**src/design/tagged_priority_request_queue_top_macros.svh**
```systemverilog
// Assertion macros shared by the request queue RTL.
// No dependencies; taken in by the files that carry concurrent checks.
`ifndef TAGGED_PRIORITY_REQUEST_QUEUE_TOP_MACROS_SVH
`define TAGGED_PRIORITY_REQUEST_QUEUE_TOP_MACROS_SVH

// Same-cycle implication, disabled while in reset.
`define TPQ_ASSERT_IMP(label, clk, rst, ante, cons, msg) \
  label: assert property (@(posedge clk) disable iff (rst) (ante) |-> (cons)) \
    else $error(msg);

// Next-cycle implication, disabled while in reset.
`define TPQ_ASSERT_NXT(label, clk, rst, ante, cons, msg) \
  label: assert property (@(posedge clk) disable iff (rst) (ante) |=> (cons)) \
    else $error(msg);

`endif

```
**src/design/tpq_pkg.sv**
```systemverilog
// Shared types and constants of the request queue.
// No dependencies; used by the interfaces and every module.
`default_nettype none

package tpq_pkg;

  localparam int unsigned OP_W    = 2;
  localparam int unsigned ID_W    = 16;
  localparam int unsigned PRIO_W  = 2;
  localparam int unsigned COUNT_W = 5;

  typedef enum logic [OP_W-1:0] {
    OP_ENQUEUE = 2'd0,
    OP_TAKE    = 2'd1,
    OP_FIND    = 2'd2,
    OP_REMOVE  = 2'd3
  } op_t;

  typedef struct packed {
    logic [ID_W-1:0]   requester;
    logic [PRIO_W-1:0] priority_level;
    logic [ID_W-1:0]   resource;
  } entry_t;

endpackage

`default_nettype wire

```
**src/design/tpq_if.sv**
```systemverilog
// Request and result channel interfaces with valid/ready handshake.
// Depends on tpq_pkg for field widths.
`default_nettype none

interface tpq_req_if;
  logic                             valid;
  logic                             ready;
  logic [tpq_pkg::OP_W-1:0]         op;
  logic [tpq_pkg::ID_W-1:0]         requester_id;
  logic [tpq_pkg::PRIO_W-1:0]       priority_level;
  logic [tpq_pkg::ID_W-1:0]         resource_id;

  modport source (output valid, op, requester_id, priority_level, resource_id,
                  input ready);
  modport sink   (input valid, op, requester_id, priority_level, resource_id,
                  output ready);
endinterface

interface tpq_rsp_if;
  logic                             valid;
  logic                             ready;
  logic                             success;
  logic [tpq_pkg::ID_W-1:0]         found_requester;
  logic [tpq_pkg::PRIO_W-1:0]       found_priority;
  logic [tpq_pkg::ID_W-1:0]         found_resource;
  logic [tpq_pkg::COUNT_W-1:0]      entry_count;

  modport source (output valid, success, found_requester, found_priority,
                  found_resource, entry_count, input ready);
  modport sink   (input valid, success, found_requester, found_priority,
                  found_resource, entry_count, output ready);
endinterface

`default_nettype wire

```
**src/design/tpq_mem.sv**
```systemverilog
// Slot memory: one write port, one read port with registered read data.
// Depends on tpq_pkg for the entry type.
`default_nettype none

module tpq_mem #(
  parameter int unsigned QUEUE_DEPTH = 16,
  localparam int unsigned IDXW = (QUEUE_DEPTH > 1) ? $clog2(QUEUE_DEPTH) : 1
) (
  input  wire logic            clk,
  input  wire logic            we,
  input  wire logic [IDXW-1:0] waddr,
  input  wire tpq_pkg::entry_t wdata,
  input  wire logic            re,
  input  wire logic [IDXW-1:0] raddr,
  output tpq_pkg::entry_t      rdata
);

  tpq_pkg::entry_t slots [QUEUE_DEPTH];

  always_ff @(posedge clk) begin
    if (we) begin
      slots[waddr] <= wdata;
    end
  end

  always_ff @(posedge clk) begin
    if (re) begin
      rdata <= slots[raddr];
    end
  end

endmodule

`default_nettype wire

```
**src/design/tpq_ctrl.sv**
```systemverilog
// Sequencer: scans the slot memory, closes gaps after a removal, holds the result.
// Depends on tpq_pkg, tpq_if and the assertion macro header.
`default_nettype none

`include "tagged_priority_request_queue_top_macros.svh"

module tpq_ctrl #(
  parameter int unsigned QUEUE_DEPTH = 16,
  localparam int unsigned IDXW = (QUEUE_DEPTH > 1) ? $clog2(QUEUE_DEPTH) : 1,
  localparam int unsigned CNTW = $clog2(QUEUE_DEPTH + 1)
) (
  input  wire logic            clk,
  input  wire logic            rst,
  tpq_req_if.sink              req,
  tpq_rsp_if.source            rsp,
  output logic                 mem_we,
  output logic [IDXW-1:0]      mem_waddr,
  output tpq_pkg::entry_t      mem_wdata,
  output logic                 mem_re,
  output logic [IDXW-1:0]      mem_raddr,
  input  wire tpq_pkg::entry_t mem_rdata
);

  typedef enum logic [1:0] {
    ST_IDLE,
    ST_SCAN,
    ST_SHIFT,
    ST_FINISH
  } state_t;

  state_t          state;
  tpq_pkg::op_t    op;
  tpq_pkg::entry_t key;
  logic [CNTW-1:0] count;
  logic [CNTW-1:0] rd_idx;
  logic [CNTW-1:0] cmp_idx;
  logic            cmp_vld;
  logic            hit;
  logic            ok;
  logic [IDXW-1:0] best_idx;
  tpq_pkg::entry_t best;

  logic                         out_valid;
  logic                         out_success;
  tpq_pkg::entry_t              out_entry;
  logic [tpq_pkg::COUNT_W-1:0]  out_count;

  logic            full;
  logic            issue;
  logic            res_eq;
  logic            req_eq;
  logic            cur_match;
  logic            better;
  logic            hit_next;
  tpq_pkg::entry_t best_next;
  logic [IDXW-1:0] best_idx_next;
  logic            scan_end;
  logic            more;
  logic [CNTW-1:0] shift_waddr;
  logic            show;

  assign full   = (count >= CNTW'(QUEUE_DEPTH));
  assign more   = (rd_idx < count);
  assign issue  = more && (state == ST_SHIFT ||
                           (state == ST_SCAN && op != tpq_pkg::OP_ENQUEUE));

  assign res_eq = (mem_rdata.resource == key.resource);
  assign req_eq = (mem_rdata.requester == key.requester);
  assign cur_match = cmp_vld && res_eq && (op != tpq_pkg::OP_REMOVE || req_eq);
  // First match wins, except take-highest replaces on a strictly lower level.
  assign better = cur_match && (!hit || (op == tpq_pkg::OP_TAKE &&
                  mem_rdata.priority_level < best.priority_level));
  assign hit_next      = hit || cur_match;
  assign best_next     = better ? mem_rdata : best;
  assign best_idx_next = better ? cmp_idx[IDXW-1:0] : best_idx;
  assign scan_end      = !more || (op != tpq_pkg::OP_TAKE && cur_match);

  assign shift_waddr = cmp_idx - CNTW'(1);

  always_comb begin
    mem_re    = issue;
    mem_raddr = rd_idx[IDXW-1:0];
    if (state == ST_SHIFT) begin
      mem_we    = cmp_vld;
      mem_waddr = shift_waddr[IDXW-1:0];
      mem_wdata = mem_rdata;
    end else begin
      mem_we    = (state == ST_SCAN) && (op == tpq_pkg::OP_ENQUEUE) && !full;
      mem_waddr = count[IDXW-1:0];
      mem_wdata = key;
    end
  end

  assign show = ok && (op == tpq_pkg::OP_TAKE || op == tpq_pkg::OP_FIND);

  always_ff @(posedge clk) begin
    if (rst) begin
      state     <= ST_IDLE;
      count     <= '0;
      cmp_vld   <= 1'b0;
      out_valid <= 1'b0;
    end else begin
      if (out_valid && rsp.ready) begin
        out_valid <= 1'b0;
      end
      case (state)
        ST_IDLE: begin
          if (req.valid) begin
            op                 <= tpq_pkg::op_t'(req.op);
            key.requester      <= req.requester_id;
            key.priority_level <= req.priority_level;
            key.resource       <= req.resource_id;
            rd_idx             <= '0;
            cmp_vld            <= 1'b0;
            hit                <= 1'b0;
            state              <= ST_SCAN;
          end
        end
        ST_SCAN: begin
          if (op == tpq_pkg::OP_ENQUEUE) begin
            ok <= !full;
            if (!full) begin
              count <= count + CNTW'(1);
            end
            state <= ST_FINISH;
          end else begin
            cmp_vld  <= issue;
            cmp_idx  <= rd_idx;
            if (issue) begin
              rd_idx <= rd_idx + CNTW'(1);
            end
            hit      <= hit_next;
            best     <= best_next;
            best_idx <= best_idx_next;
            if (scan_end) begin
              ok      <= hit_next;
              cmp_vld <= 1'b0;
              if (hit_next && op != tpq_pkg::OP_FIND) begin
                // close the gap: copy each later slot one place down
                rd_idx <= CNTW'(best_idx_next) + CNTW'(1);
                state  <= ST_SHIFT;
              end else begin
                state <= ST_FINISH;
              end
            end
          end
        end
        ST_SHIFT: begin
          cmp_vld <= issue;
          cmp_idx <= rd_idx;
          if (issue) begin
            rd_idx <= rd_idx + CNTW'(1);
          end
          if (!more) begin
            count   <= count - CNTW'(1);
            cmp_vld <= 1'b0;
            state   <= ST_FINISH;
          end
        end
        ST_FINISH: begin
          if (!out_valid || rsp.ready) begin
            out_valid   <= 1'b1;
            out_success <= ok;
            out_entry   <= show ? best : '0;
            out_count   <= tpq_pkg::COUNT_W'(count);
            state       <= ST_IDLE;
          end
        end
        default: begin
          state <= ST_IDLE;
        end
      endcase
    end
  end

  assign req.ready           = (state == ST_IDLE);
  assign rsp.valid           = out_valid;
  assign rsp.success         = out_success;
  assign rsp.found_requester = out_entry.requester;
  assign rsp.found_priority  = out_entry.priority_level;
  assign rsp.found_resource  = out_entry.resource;
  assign rsp.entry_count     = out_count;

  `TPQ_ASSERT_IMP(a_count_bound, clk, rst, 1'b1, count <= CNTW'(QUEUE_DEPTH), "count above depth")
  `TPQ_ASSERT_NXT(a_accept_scan, clk, rst, req.valid && state == ST_IDLE, state == ST_SCAN, "accept did not start scan")
  `TPQ_ASSERT_IMP(a_write_range, clk, rst, mem_we, CNTW'(mem_waddr) <= count, "slot write beyond tail")
  `TPQ_ASSERT_IMP(a_result_src, clk, rst, $rose(out_valid), $past(state) == ST_FINISH, "result loaded outside finish")

endmodule

`default_nettype wire

```
**src/design/tagged_priority_request_queue_top.sv**
```systemverilog
// Operation: an enqueue writes at the tail; find, take and remove scan one slot a cycle,
//   and a take or remove that hits then copies each later slot one place down to close
//   the gap.
// Throughput: one request in flight; the one-slot-a-cycle scan sets the pace.
// Reset: synchronous, active high; clears the entry count and handshake state.
//   Slot contents are not cleared and are only read below the entry count.
`default_nettype none

module tagged_priority_request_queue_top #(
  parameter int unsigned QUEUE_DEPTH = 16
) (
  input  wire logic  clk,
  input  wire logic  rst,
  tpq_req_if.sink    req,
  tpq_rsp_if.source  rsp
);

  localparam int unsigned IDXW = (QUEUE_DEPTH > 1) ? $clog2(QUEUE_DEPTH) : 1;

  // Slot memory port signals between the sequencer and the storage.
  logic            mem_we;
  logic [IDXW-1:0] mem_waddr;
  tpq_pkg::entry_t mem_wdata;
  logic            mem_re;
  logic [IDXW-1:0] mem_raddr;
  tpq_pkg::entry_t mem_rdata;

  // Sequencer: accept a request, scan the slots in arrival order, pick the
  // match, close the gap on removal and hold the result until taken.
  tpq_ctrl #(
    .QUEUE_DEPTH (QUEUE_DEPTH)
  ) u_ctrl (
    .clk       (clk),
    .rst       (rst),
    .req       (req),
    .rsp       (rsp),
    .mem_we    (mem_we),
    .mem_waddr (mem_waddr),
    .mem_wdata (mem_wdata),
    .mem_re    (mem_re),
    .mem_raddr (mem_raddr),
    .mem_rdata (mem_rdata)
  );

  // Storage: one slot per queued request, read data registered.
  tpq_mem #(
    .QUEUE_DEPTH (QUEUE_DEPTH)
  ) u_mem (
    .clk   (clk),
    .we    (mem_we),
    .waddr (mem_waddr),
    .wdata (mem_wdata),
    .re    (mem_re),
    .raddr (mem_raddr),
    .rdata (mem_rdata)
  );

endmodule

`default_nettype wire
```
**src/flat_wrapper.sv**
```systemverilog
// flat-port wrapper written by rule: the top's interface ports become plain ports
module tagged_priority_request_queue_top_flat 
#(
  parameter int unsigned QUEUE_DEPTH = 16
)
  (clk, rst, req_valid, req_op, req_requester_id, req_priority_level, req_resource_id, req_ready, rsp_valid, rsp_success, rsp_found_requester, rsp_found_priority, rsp_found_resource, rsp_entry_count, rsp_ready);
  tpq_req_if req_i ();
  tpq_rsp_if rsp_i ();
  input  wire logic clk;
  input  wire logic rst;
  input wire logic [$bits(req_i.valid)-1:0] req_valid;
  input wire logic [$bits(req_i.op)-1:0] req_op;
  input wire logic [$bits(req_i.requester_id)-1:0] req_requester_id;
  input wire logic [$bits(req_i.priority_level)-1:0] req_priority_level;
  input wire logic [$bits(req_i.resource_id)-1:0] req_resource_id;
  output wire logic [$bits(req_i.ready)-1:0] req_ready;
  output wire logic [$bits(rsp_i.valid)-1:0] rsp_valid;
  output wire logic [$bits(rsp_i.success)-1:0] rsp_success;
  output wire logic [$bits(rsp_i.found_requester)-1:0] rsp_found_requester;
  output wire logic [$bits(rsp_i.found_priority)-1:0] rsp_found_priority;
  output wire logic [$bits(rsp_i.found_resource)-1:0] rsp_found_resource;
  output wire logic [$bits(rsp_i.entry_count)-1:0] rsp_entry_count;
  input wire logic [$bits(rsp_i.ready)-1:0] rsp_ready;
  assign req_i.valid = req_valid;
  assign req_i.op = req_op;
  assign req_i.requester_id = req_requester_id;
  assign req_i.priority_level = req_priority_level;
  assign req_i.resource_id = req_resource_id;
  assign req_ready = req_i.ready;
  assign rsp_valid = rsp_i.valid;
  assign rsp_success = rsp_i.success;
  assign rsp_found_requester = rsp_i.found_requester;
  assign rsp_found_priority = rsp_i.found_priority;
  assign rsp_found_resource = rsp_i.found_resource;
  assign rsp_entry_count = rsp_i.entry_count;
  assign rsp_i.ready = rsp_ready;
  tagged_priority_request_queue_top #(.QUEUE_DEPTH(QUEUE_DEPTH)) u_core (.clk(clk), .rst(rst), .req(req_i), .rsp(rsp_i));
endmodule
```
**config.mk**
```make
export PLATFORM = sky130hd
export DESIGN_NAME = tagged_priority_request_queue_top_flat
export DESIGN_NICKNAME = d
export VERILOG_FILES = /design/src/design/tpq_pkg.sv /design/src/design/tpq_if.sv /design/src/design/tpq_mem.sv /design/src/design/tpq_ctrl.sv /design/src/design/tagged_priority_request_queue_top.sv /design/src/flat_wrapper.sv
export VERILOG_INCLUDE_DIRS = /design/src /design/src/design
export SDC_FILE = /design/constraint.sdc
export NUM_CORES = 1
export LEC_CHECK = 0
export BUFFER_PORTS_ARGS = -buffer_cell sky130_fd_sc_hd__buf_2
export CORE_ASPECT_RATIO = 0.7
export CORE_UTILIZATION = 30
export CTS_BUF_LIST = sky130_fd_sc_hd__clkbuf_8
export DETAILED_ROUTE_END_ITERATION = 6
export PLACE_DENSITY = 0.44
export SKIP_LAST_GASP = 1
export SLEW_MARGIN = 20
export SYNTH_ARGS = -nofsm -noshare
export SYNTH_HDL_FRONTEND = slang
export SYNTH_SLANG_ARGS = --single-unit
```
**constraint.sdc**
```tcl
create_clock -name clk -period 4.2 [get_ports clk]
set_clock_uncertainty 0.1 [all_clocks]
set_input_delay 0.84 -clock clk [delete_from_list [all_inputs] [get_ports clk]]
set_output_delay 0.84 -clock clk [all_outputs]
set_load 0.005 [all_outputs]
```
==> flow_summary_export.csv, run 1 <==
group,metric,value,unit
timing,slew_violations,0,
critical_path,crit_fanout,10,
route,viasPerCell,4.80,
yosys,yosysWarnings,0,
timing,hold_violations,0,
cells_and_area,finalInstanceArea,32100,µm²
cells_and_area,fillCellCount,8444,
timing,setup-tns-final,0,ns
placement,dp_hpwl,43800,µm
yosys,netlist_top_cells_area,"edfxtp_1, mux4_2, mux2_2, xnor2_1, ha_1",
grt,grt_pass1_wl,104000,µm
route,routedWlPerCell,26.5,µm
clock_tree,cts_hold_buf,0,
route,dr.pass1.iters,5,
clock_tree,clock_path_buffers,3,
placement,io_buffers,81,
timing,worst_pin_slew,1.02,ns
route,drt_iter0_drc,1125,
grt,grt_remaining_overflow,0,
pwr,pwr_density_cell,578,nW/µm²
critical_path,cp_cell_sequence,"xnor2_1 > nand4_1 > o41ai_4 > buf_4 > nand4_2 > mux2_2 > ha_1 > nor2b_1 > o21ai_0 > a21o_1 > o21ai_1",
yosys,synthAdderAreaFrac,0.00933,
cells_and_area,utilization,0.354,
floorplan,rows,92,
clock_tree,ctsResizeCount,0,
floorplan,fp.coreArea,90600,µm²
timing,hold_slack,0.146,ns
floorplan,dieArea,93400,µm²
timing,fmax,297,MHz
critical_path,end_kind,"flip-flop",
placement,placed_area,30000,µm²
timing,period_share,0.803,
yosys,synth-edff-count,703,
yosys,synthesis.area,27600,µm²
yosys,synth_xor_area_frac,0.0143,
grt,grt_max_degree,80,
cells_and_area,area_delta_synth_final,16.1,%
grt,grt_pass1_vias,13834,
critical_path,startpoint_type,"flip-flop",
run,maxCapViolations,0,
route,wirelength,73200,µm
floorplan,die_h,256,µm
floorplan,io_pins,82,
cells_and_area,final_layout_size_suffix_gt1_frac,0.330,
clock_tree,insertion_delay,0.78,ns
yosys,synth.distinct_cells,54,
yosys,ys_seq_area_frac,0.770,
yosys,synthCells,1250,
yosys,synth_ff_type,"edfxtp_1",
clock_tree,cts_inserted_buffers,112,
placement,gp_congestion,0.724,
timing,setup_viol,0,
yosys,synth_top_area_frac,0.764,
critical_path,arrival,3.78,ns
yosys,synthesis.nets,1310,
timing,period_needed,3.37,ns
placement,dp.cells,2552,
yosys,postSynthAreaPerCell,22.1,µm²
grt,antenna_found_initial,2,
critical_path,cp.required,4.61,ns
run_status,status,"complete, no violations",
critical_path,crit_type,"reg2reg",
clock_tree,cts_setup_buffers,0,
critical_path,cp_slowest_cell,"edfxtp_1",
critical_path,max_stage_delay,0.45,ns
clock_tree,clkTransAtPathRegs,0.06,ns
route,dr_total_vias,13225,
yosys,synthMuxAreaShare,0.155,
yosys,synth_top_cell_by_area,"edfxtp_1",
grt,grt_use_total,0.159,
yosys,synth_seq_cells,712,
clock_tree,clkSinkCount,712,
yosys,async_flop_share,0,
cells_and_area,final_cells,2758,
worst_hold_path,hp-class,"in2reg",
floorplan,start_util,0.305,
clock_tree,htreeDepth,3,
clock_tree,root_buffer,"clkbuf_8",
route,ant_nets,0,
yosys,synth-simple-area-share,0.0273,
cells_and_area,fin_nets,1504,
route,remaining_drc_errors,0,
floorplan,die_w,365,µm
pwr,power.leakage,10.2,nW
timing,slew_headroom,0.321,
yosys,synth_compound_area_frac,0.0131,
yosys,synth_top_family_by_area,"multiplexers",
clock_tree,cts_tree,"done",
timing,rsz0062_at_grt,"no",
pwr,vdd_drop_max,0.000258,V
-- cells by family after synthesis --
kind of cell | Yosys count
adders and majority gates | 20
buffers and inverters | 72
muxes | 211
AOI/OAI and AO/OA | 50
DFF | 712
and+or+nand+nor | 140
xor gates and xnor gates | 45
-- worst paths after layout --
kind                                             start                      end  depth (start not counted)  slack, ns
worst max-delay path            u_core.u_mem.rdata[31]  u_core.u_ctrl.rd_idx[2]                         11       0.83
worst max register to register  u_core.u_mem.rdata[31]  u_core.u_ctrl.rd_idx[2]                         11       0.83
worst min register to register  u_core.u_mem.rdata[22]   u_core.u_ctrl.best[22]                          0       0.38
worst min-delay path              req_requester_id[11]    u_core.u_ctrl.key[29]                          1       0.15
-- synthesized netlist by cell type (2+ instances only) --
library cell and n:
or3_1 2, a21o_1 6, and2_1 2, and3_1 36
mux2i_1 3, nor2_1 34, nand4b_1 2, nand2b_1 5
inv_1 18, xnor2_1 36, mux2_2 38, edfxtp_1 703
nand2_1 23, nand4_1 10, o32ai_1 4, mux4_2 170
dfxtp_1 9, nor3_1 4, ha_1 19, buf_1 9
nand3_1 5, o21ai_0 5, buf_2 14, nor4_1 2
a21oi_1 13, a31oi_1 3, nor2b_1 6, clkbuf_1 30
o21ai_1 6, xor2_1 9
-- power breakdown --
group          leakage, nW  switching (mW)  internal [mW]
Sequential            6.42           0.240           8.79
Combinational         2.64            2.42           1.52
Clock                 1.15            2.79           2.78
Total                 10.2            5.45           13.1
-- area by class of cell --
cell class | instances | area (µm²) | area share
Clock buffer | 115 | 1580 | 0.0493
Antenna cell | 6 | 15.0 | 0.000468
Sequential cell | 712 | 21300 | 0.664
Inverter | 19 | 71.3 | 0.00222
Timing Repair Buffer | 133 | 933 | 0.0291
Multi-Input combinational cell | 466 | 6190 | 0.193
Clock inverter | 85 | 470 | 0.0147
Tap cell | 1222 | 1530 | 0.0477
-- critical path, delay by kind of cell, from the launching register on --
| kind | cells | cell delay [ns] |
|---|---|---|
| AOI/OAI and AO/OA | 4 | 0.64 |
| xor gates and xnor gates | 1 | 0.29 |
| adders and majority gates | 1 | 0.23 |
| buffers and inverters | 1 | 0.23 |
| DFF | 1 | 0.45 |
| muxes | 1 | 0.39 |
| and+or+nand+nor | 3 | 0.75 |
-- stage by stage --
step	setup slack [ns]	total power, mW
final	0.829	18.5
after floorplan	0.524	11.7
after global placement	0.758	13.2
after global routing	0.595	19.4
after detailed placement	0.805	13.2
after CTS	0.766	18.9
-- per-layer routing --
| metal | vias to the layer above | global-route usage | wire length [µm] | share of wire |
|---|---|---|---|---|
| met5 | - | 0 | 0 | 0 |
| met4 | 0 | 0.0408 | 1190 | 0.016 |
| met1 | 7144 | 0.249 | 37700 | 0.51 |
| met2 | 349 | 0.218 | 30600 | 0.42 |
| met3 | 100 | 0.0348 | 3790 | 0.052 |
| li1 | 5632 | - | - | - |
-- state kept, by name (all words and copies together) (netlist names) --
| signal | cells |
|---|---|
| u_core.u_ctrl.rsp.found_priority | 2 |
| u_core.u_ctrl.rsp.success | 1 |
| u_core.u_ctrl.key | 34 |
| u_core.u_mem.slots | 544 |
| u_core.u_ctrl.count | 5 |
| u_core.u_ctrl.ok | 1 |
| u_core.u_ctrl.rsp.entry_count | 5 |
| u_core.u_ctrl.op | 2 |
| u_core.u_ctrl.cmp_idx | 4 |
| u_core.u_ctrl.cmp_vld | 1 |
| u_core.u_ctrl.state | 2 |
| u_core.u_ctrl.rsp.valid | 1 |
| u_core.u_ctrl.rsp.found_resource | 16 |
| u_core.u_mem.rdata | 34 |
| u_core.u_ctrl.best | 34 |
| u_core.u_ctrl.hit | 1 |
| u_core.u_ctrl.rsp.found_requester | 16 |
| u_core.u_ctrl.best_idx | 4 |
| u_core.u_ctrl.rd_idx | 5 |
-- cell usage in the layout, fill, tap and decap left out, drive strengths merged, types with 6 or more instances in the layout --
cell	instances
edfxtp	703
mux4	170
buf	133
clkbuf	115
inv	50
clkinv	46
mux2	38
xnor2	36
and3	36
nor2	34
nand2	23
ha	19
a21oi	14
nand4	11
o21ai	11
xor2	9
dfxtp	9
diode	6
a21o	6
nor2b	6
No activity file was read; power rests on OpenSTA's default activity.
==> run 2: changes to the inputs <==
- clock period: 4.2 -> 2.9 ns (I/O delays scaled with it)
==> flow_summary_export.csv, run 2 (synthesized netlist as in run 1, its figures left out) <==
group,metric,value,unit
run_status,status,"complete, but fails checks",
run_status,violations,"negative setup slack",
cells_and_area,finalInstanceArea,33300,µm²
run,maxCapViolations,0,
critical_path,r2r_start,"u_core.u_ctrl.key[30]",
placement,dp_hpwl,42800,µm
floorplan,rows,92,
critical_path,end_kind,"flip-flop",
floorplan,io_pins,82,
clock_tree,cts_inserted_buffers,111,
placement,placed_area,30800,µm²
grt,grt_use_total,0.160,
critical_path,startpoint_type,"flip-flop",
cells_and_area,final_common_cell,"edfxtp_1",
grt,grt_pass1_vias,14213,
floorplan,fp.coreArea,90600,µm²
timing,slew_violations,0,
timing,hold_violations,0,
placement,io_buffers,81,
clock_tree,clock_path_buffers,3,
clock_tree,cts_tree,"done",
route,drt_iter0_drc,1139,
timing,fmax,337,MHz
pwr,vdd_drop_max,0.000368,V
critical_path,crit_cells,12,
cells_and_area,final_layout_size_suffix_gt1_frac,0.345,
route,dr.pass1.iters,5,
critical_path,reg2reg_setup_slack,-0.06,ns
critical_path,arrival,3.43,ns
critical_path,ff2ff_path_depth,12,
route,ant_nets,0,
clock_tree,clkTransAtPathRegs,0.06,ns
grt,grt_pass1_wl,106000,µm
clock_tree,insertion_delay,0.73,ns
grt,grt_remaining_overflow,0,
critical_path,cp_slowest_cell,"edfxtp_1",
critical_path,cp.buffers_inverters,2,
grt,grt_max_degree,60,
cells_and_area,largest_reg_flops,544,
floorplan,start_util,0.305,
critical_path,crit_family,"compound AO/OA/AOI/OAI gates",
critical_path,crit_fanout,5,
placement,gp_congestion,0.733,
pwr,pwr_density_cell,811,nW/µm²
timing,rsz0062_at_grt,"yes",
cells_and_area,largest-register,"u_core.u_mem.slots",
timing,slew_headroom,0.410,
cells_and_area,fin_nets,1598,
cells_and_area,layout_common_cells,"edfxtp_1, mux4_2, clkbuf_8",
floorplan,dieArea,93400,µm²
cells_and_area,area_delta_synth_final,20.5,%
pwr,power.leakage,10.8,nW
critical_path,cp_cell_sequence,"xnor2_2 > nand4_1 > buf_4 > o41ai_4 > buf_6 > nand4_4 > mux2_4 > ha_4 > nand2b_1 > a21o_1 > a21o_1 > o21ai_1",
clock_tree,clkSinkCount,712,
route,remaining_drc_errors,0,
critical_path,crit_end,"u_core.u_ctrl.rd_idx[2]",
timing,period_needed,2.96,ns
route,routedWlPerCell,26.0,µm
critical_path,crit_top_cell,"a21o_1",
worst_hold_path,hp-class,"in2reg",
timing,setup_viol,1,
critical_path,crit_type,"reg2reg",
grt,antenna_found_initial,6,
timing,worst_pin_slew,0.885,ns
cells_and_area,insertedDiodeCount,0,
placement,dp_slack,-0.154,ns
floorplan,die_w,365,µm
timing,period_share,1.02,
floorplan,die_h,256,µm
route,viasPerCell,4.76,
critical_path,cp-startpoint,"u_core.u_ctrl.key[30]",
route,wirelength,74000,µm
critical_path,cp.required,3.37,ns
timing,layout_setup_ws,-0.0633,ns
clock_tree,htreeDepth,3,
critical_path,reg2reg_to,"u_core.u_ctrl.rd_idx[2]",
critical_path,max_stage_delay,0.43,ns
clock_tree,root_buffer,"clkbuf_8",
timing,setup-tns-final,-0.0633,ns
route,dr_total_vias,13562,
==> run 2: cell types whose count changed in the layout (fill, tap and decap cells not counted), sizes merged <==
cell,previous run,this run
clkinvlp,4,3
diode,6,0
dlygate4sd3,0,36
inv,50,66
clkbuf,115,113
clkinv,46,35
buf,133,192
==> run 2: timing repair <==
action,CTS,global route
pin swaps,2,1
hold buffers,36,0
endpoints found under the hold margin,36,0
setup buffers,2,0
resized for setup,6,1
setup endpoints to repair,1,2
==> run 2: per-stage QoR <==
stage | cells | power, mW | hold WS, ns | utilization
2_1_floorplan | 1250 | 16.9 | 0.344 | -
3_3_place_gp | 2609 | 19.2 | 0.373 | 0.340
3_5_place_dp | 2609 | 19.3 | 0.379 | 0.340
4_1_cts | 2849 | 27.4 | 0.0248 | 0.368
5_1_grt | 2849 | 28.3 | 0.0608 | 0.368
6_report | 2849 | 27.0 | 0.0944 | 0.368
==> run 2: worst register-to-register path: cells and delay by family (launching register included) <==
family,cells,cell delay [ns]
compound gates,4,0.79
xor+xnor,1,0.21
fa+ha+maj,1,0.18
buf+inv,2,0.36
flops,1,0.43
mux,1,0.36
simple gates,3,0.37
==> run 2: power by group <==
| group | total [mW] | switching (mW) | internal [mW] | leakage, nW |
|---|---|---|---|---|
| combinational | 6.02 | 3.49 | 2.53 | 3.17 |
| clock | 7.96 | 3.99 | 3.97 | 1.19 |
| sequential | 13.0 | 0.290 | 12.7 | 6.42 |
| total | 27.0 | 7.77 | 19.2 | 10.8 |
==> run 2: layout make-up <==
| type | instances | area, µm² |
|---|---|---|
| Timing Repair Buffer | 228 | 2140 |
| Clock inverter | 89 | 487 |
| Sequential cell | 712 | 21300 |
| Clock buffer | 113 | 1560 |
| Inverter | 19 | 71.3 |
| Multi-Input combinational cell | 466 | 6230 |
| Fill cell | 8387 | 57300 |
| Tap cell | 1222 | 1530 |
==> run 2: worst min path at each step <==
stage	from	cells after the start	end
after floorplan	u_core.u_mem.rdata[16]	0	u_core.u_ctrl.best[16]
after global placement	u_core.u_mem.rdata[9]	0	u_core.u_ctrl.best[9]
after detailed placement	u_core.u_mem.rdata[11]	0	u_core.u_ctrl.best[11]
after CTS	rsp_ready	4	u_core.u_ctrl.rsp.valid
after global routing	rsp_ready	4	u_core.u_ctrl.rsp.valid
final	rsp_ready	4	u_core.u_ctrl.rsp.valid
==> run 2: metal layers <==
layer  vias to the layer above  part of all wire  GRT usage
met1                      7287              0.48      0.239
met3                       114             0.054     0.0337
met5                         -                 0          0
met4                         0             0.017     0.0366
li1                       5814                 -          -
met2                       347              0.44      0.239
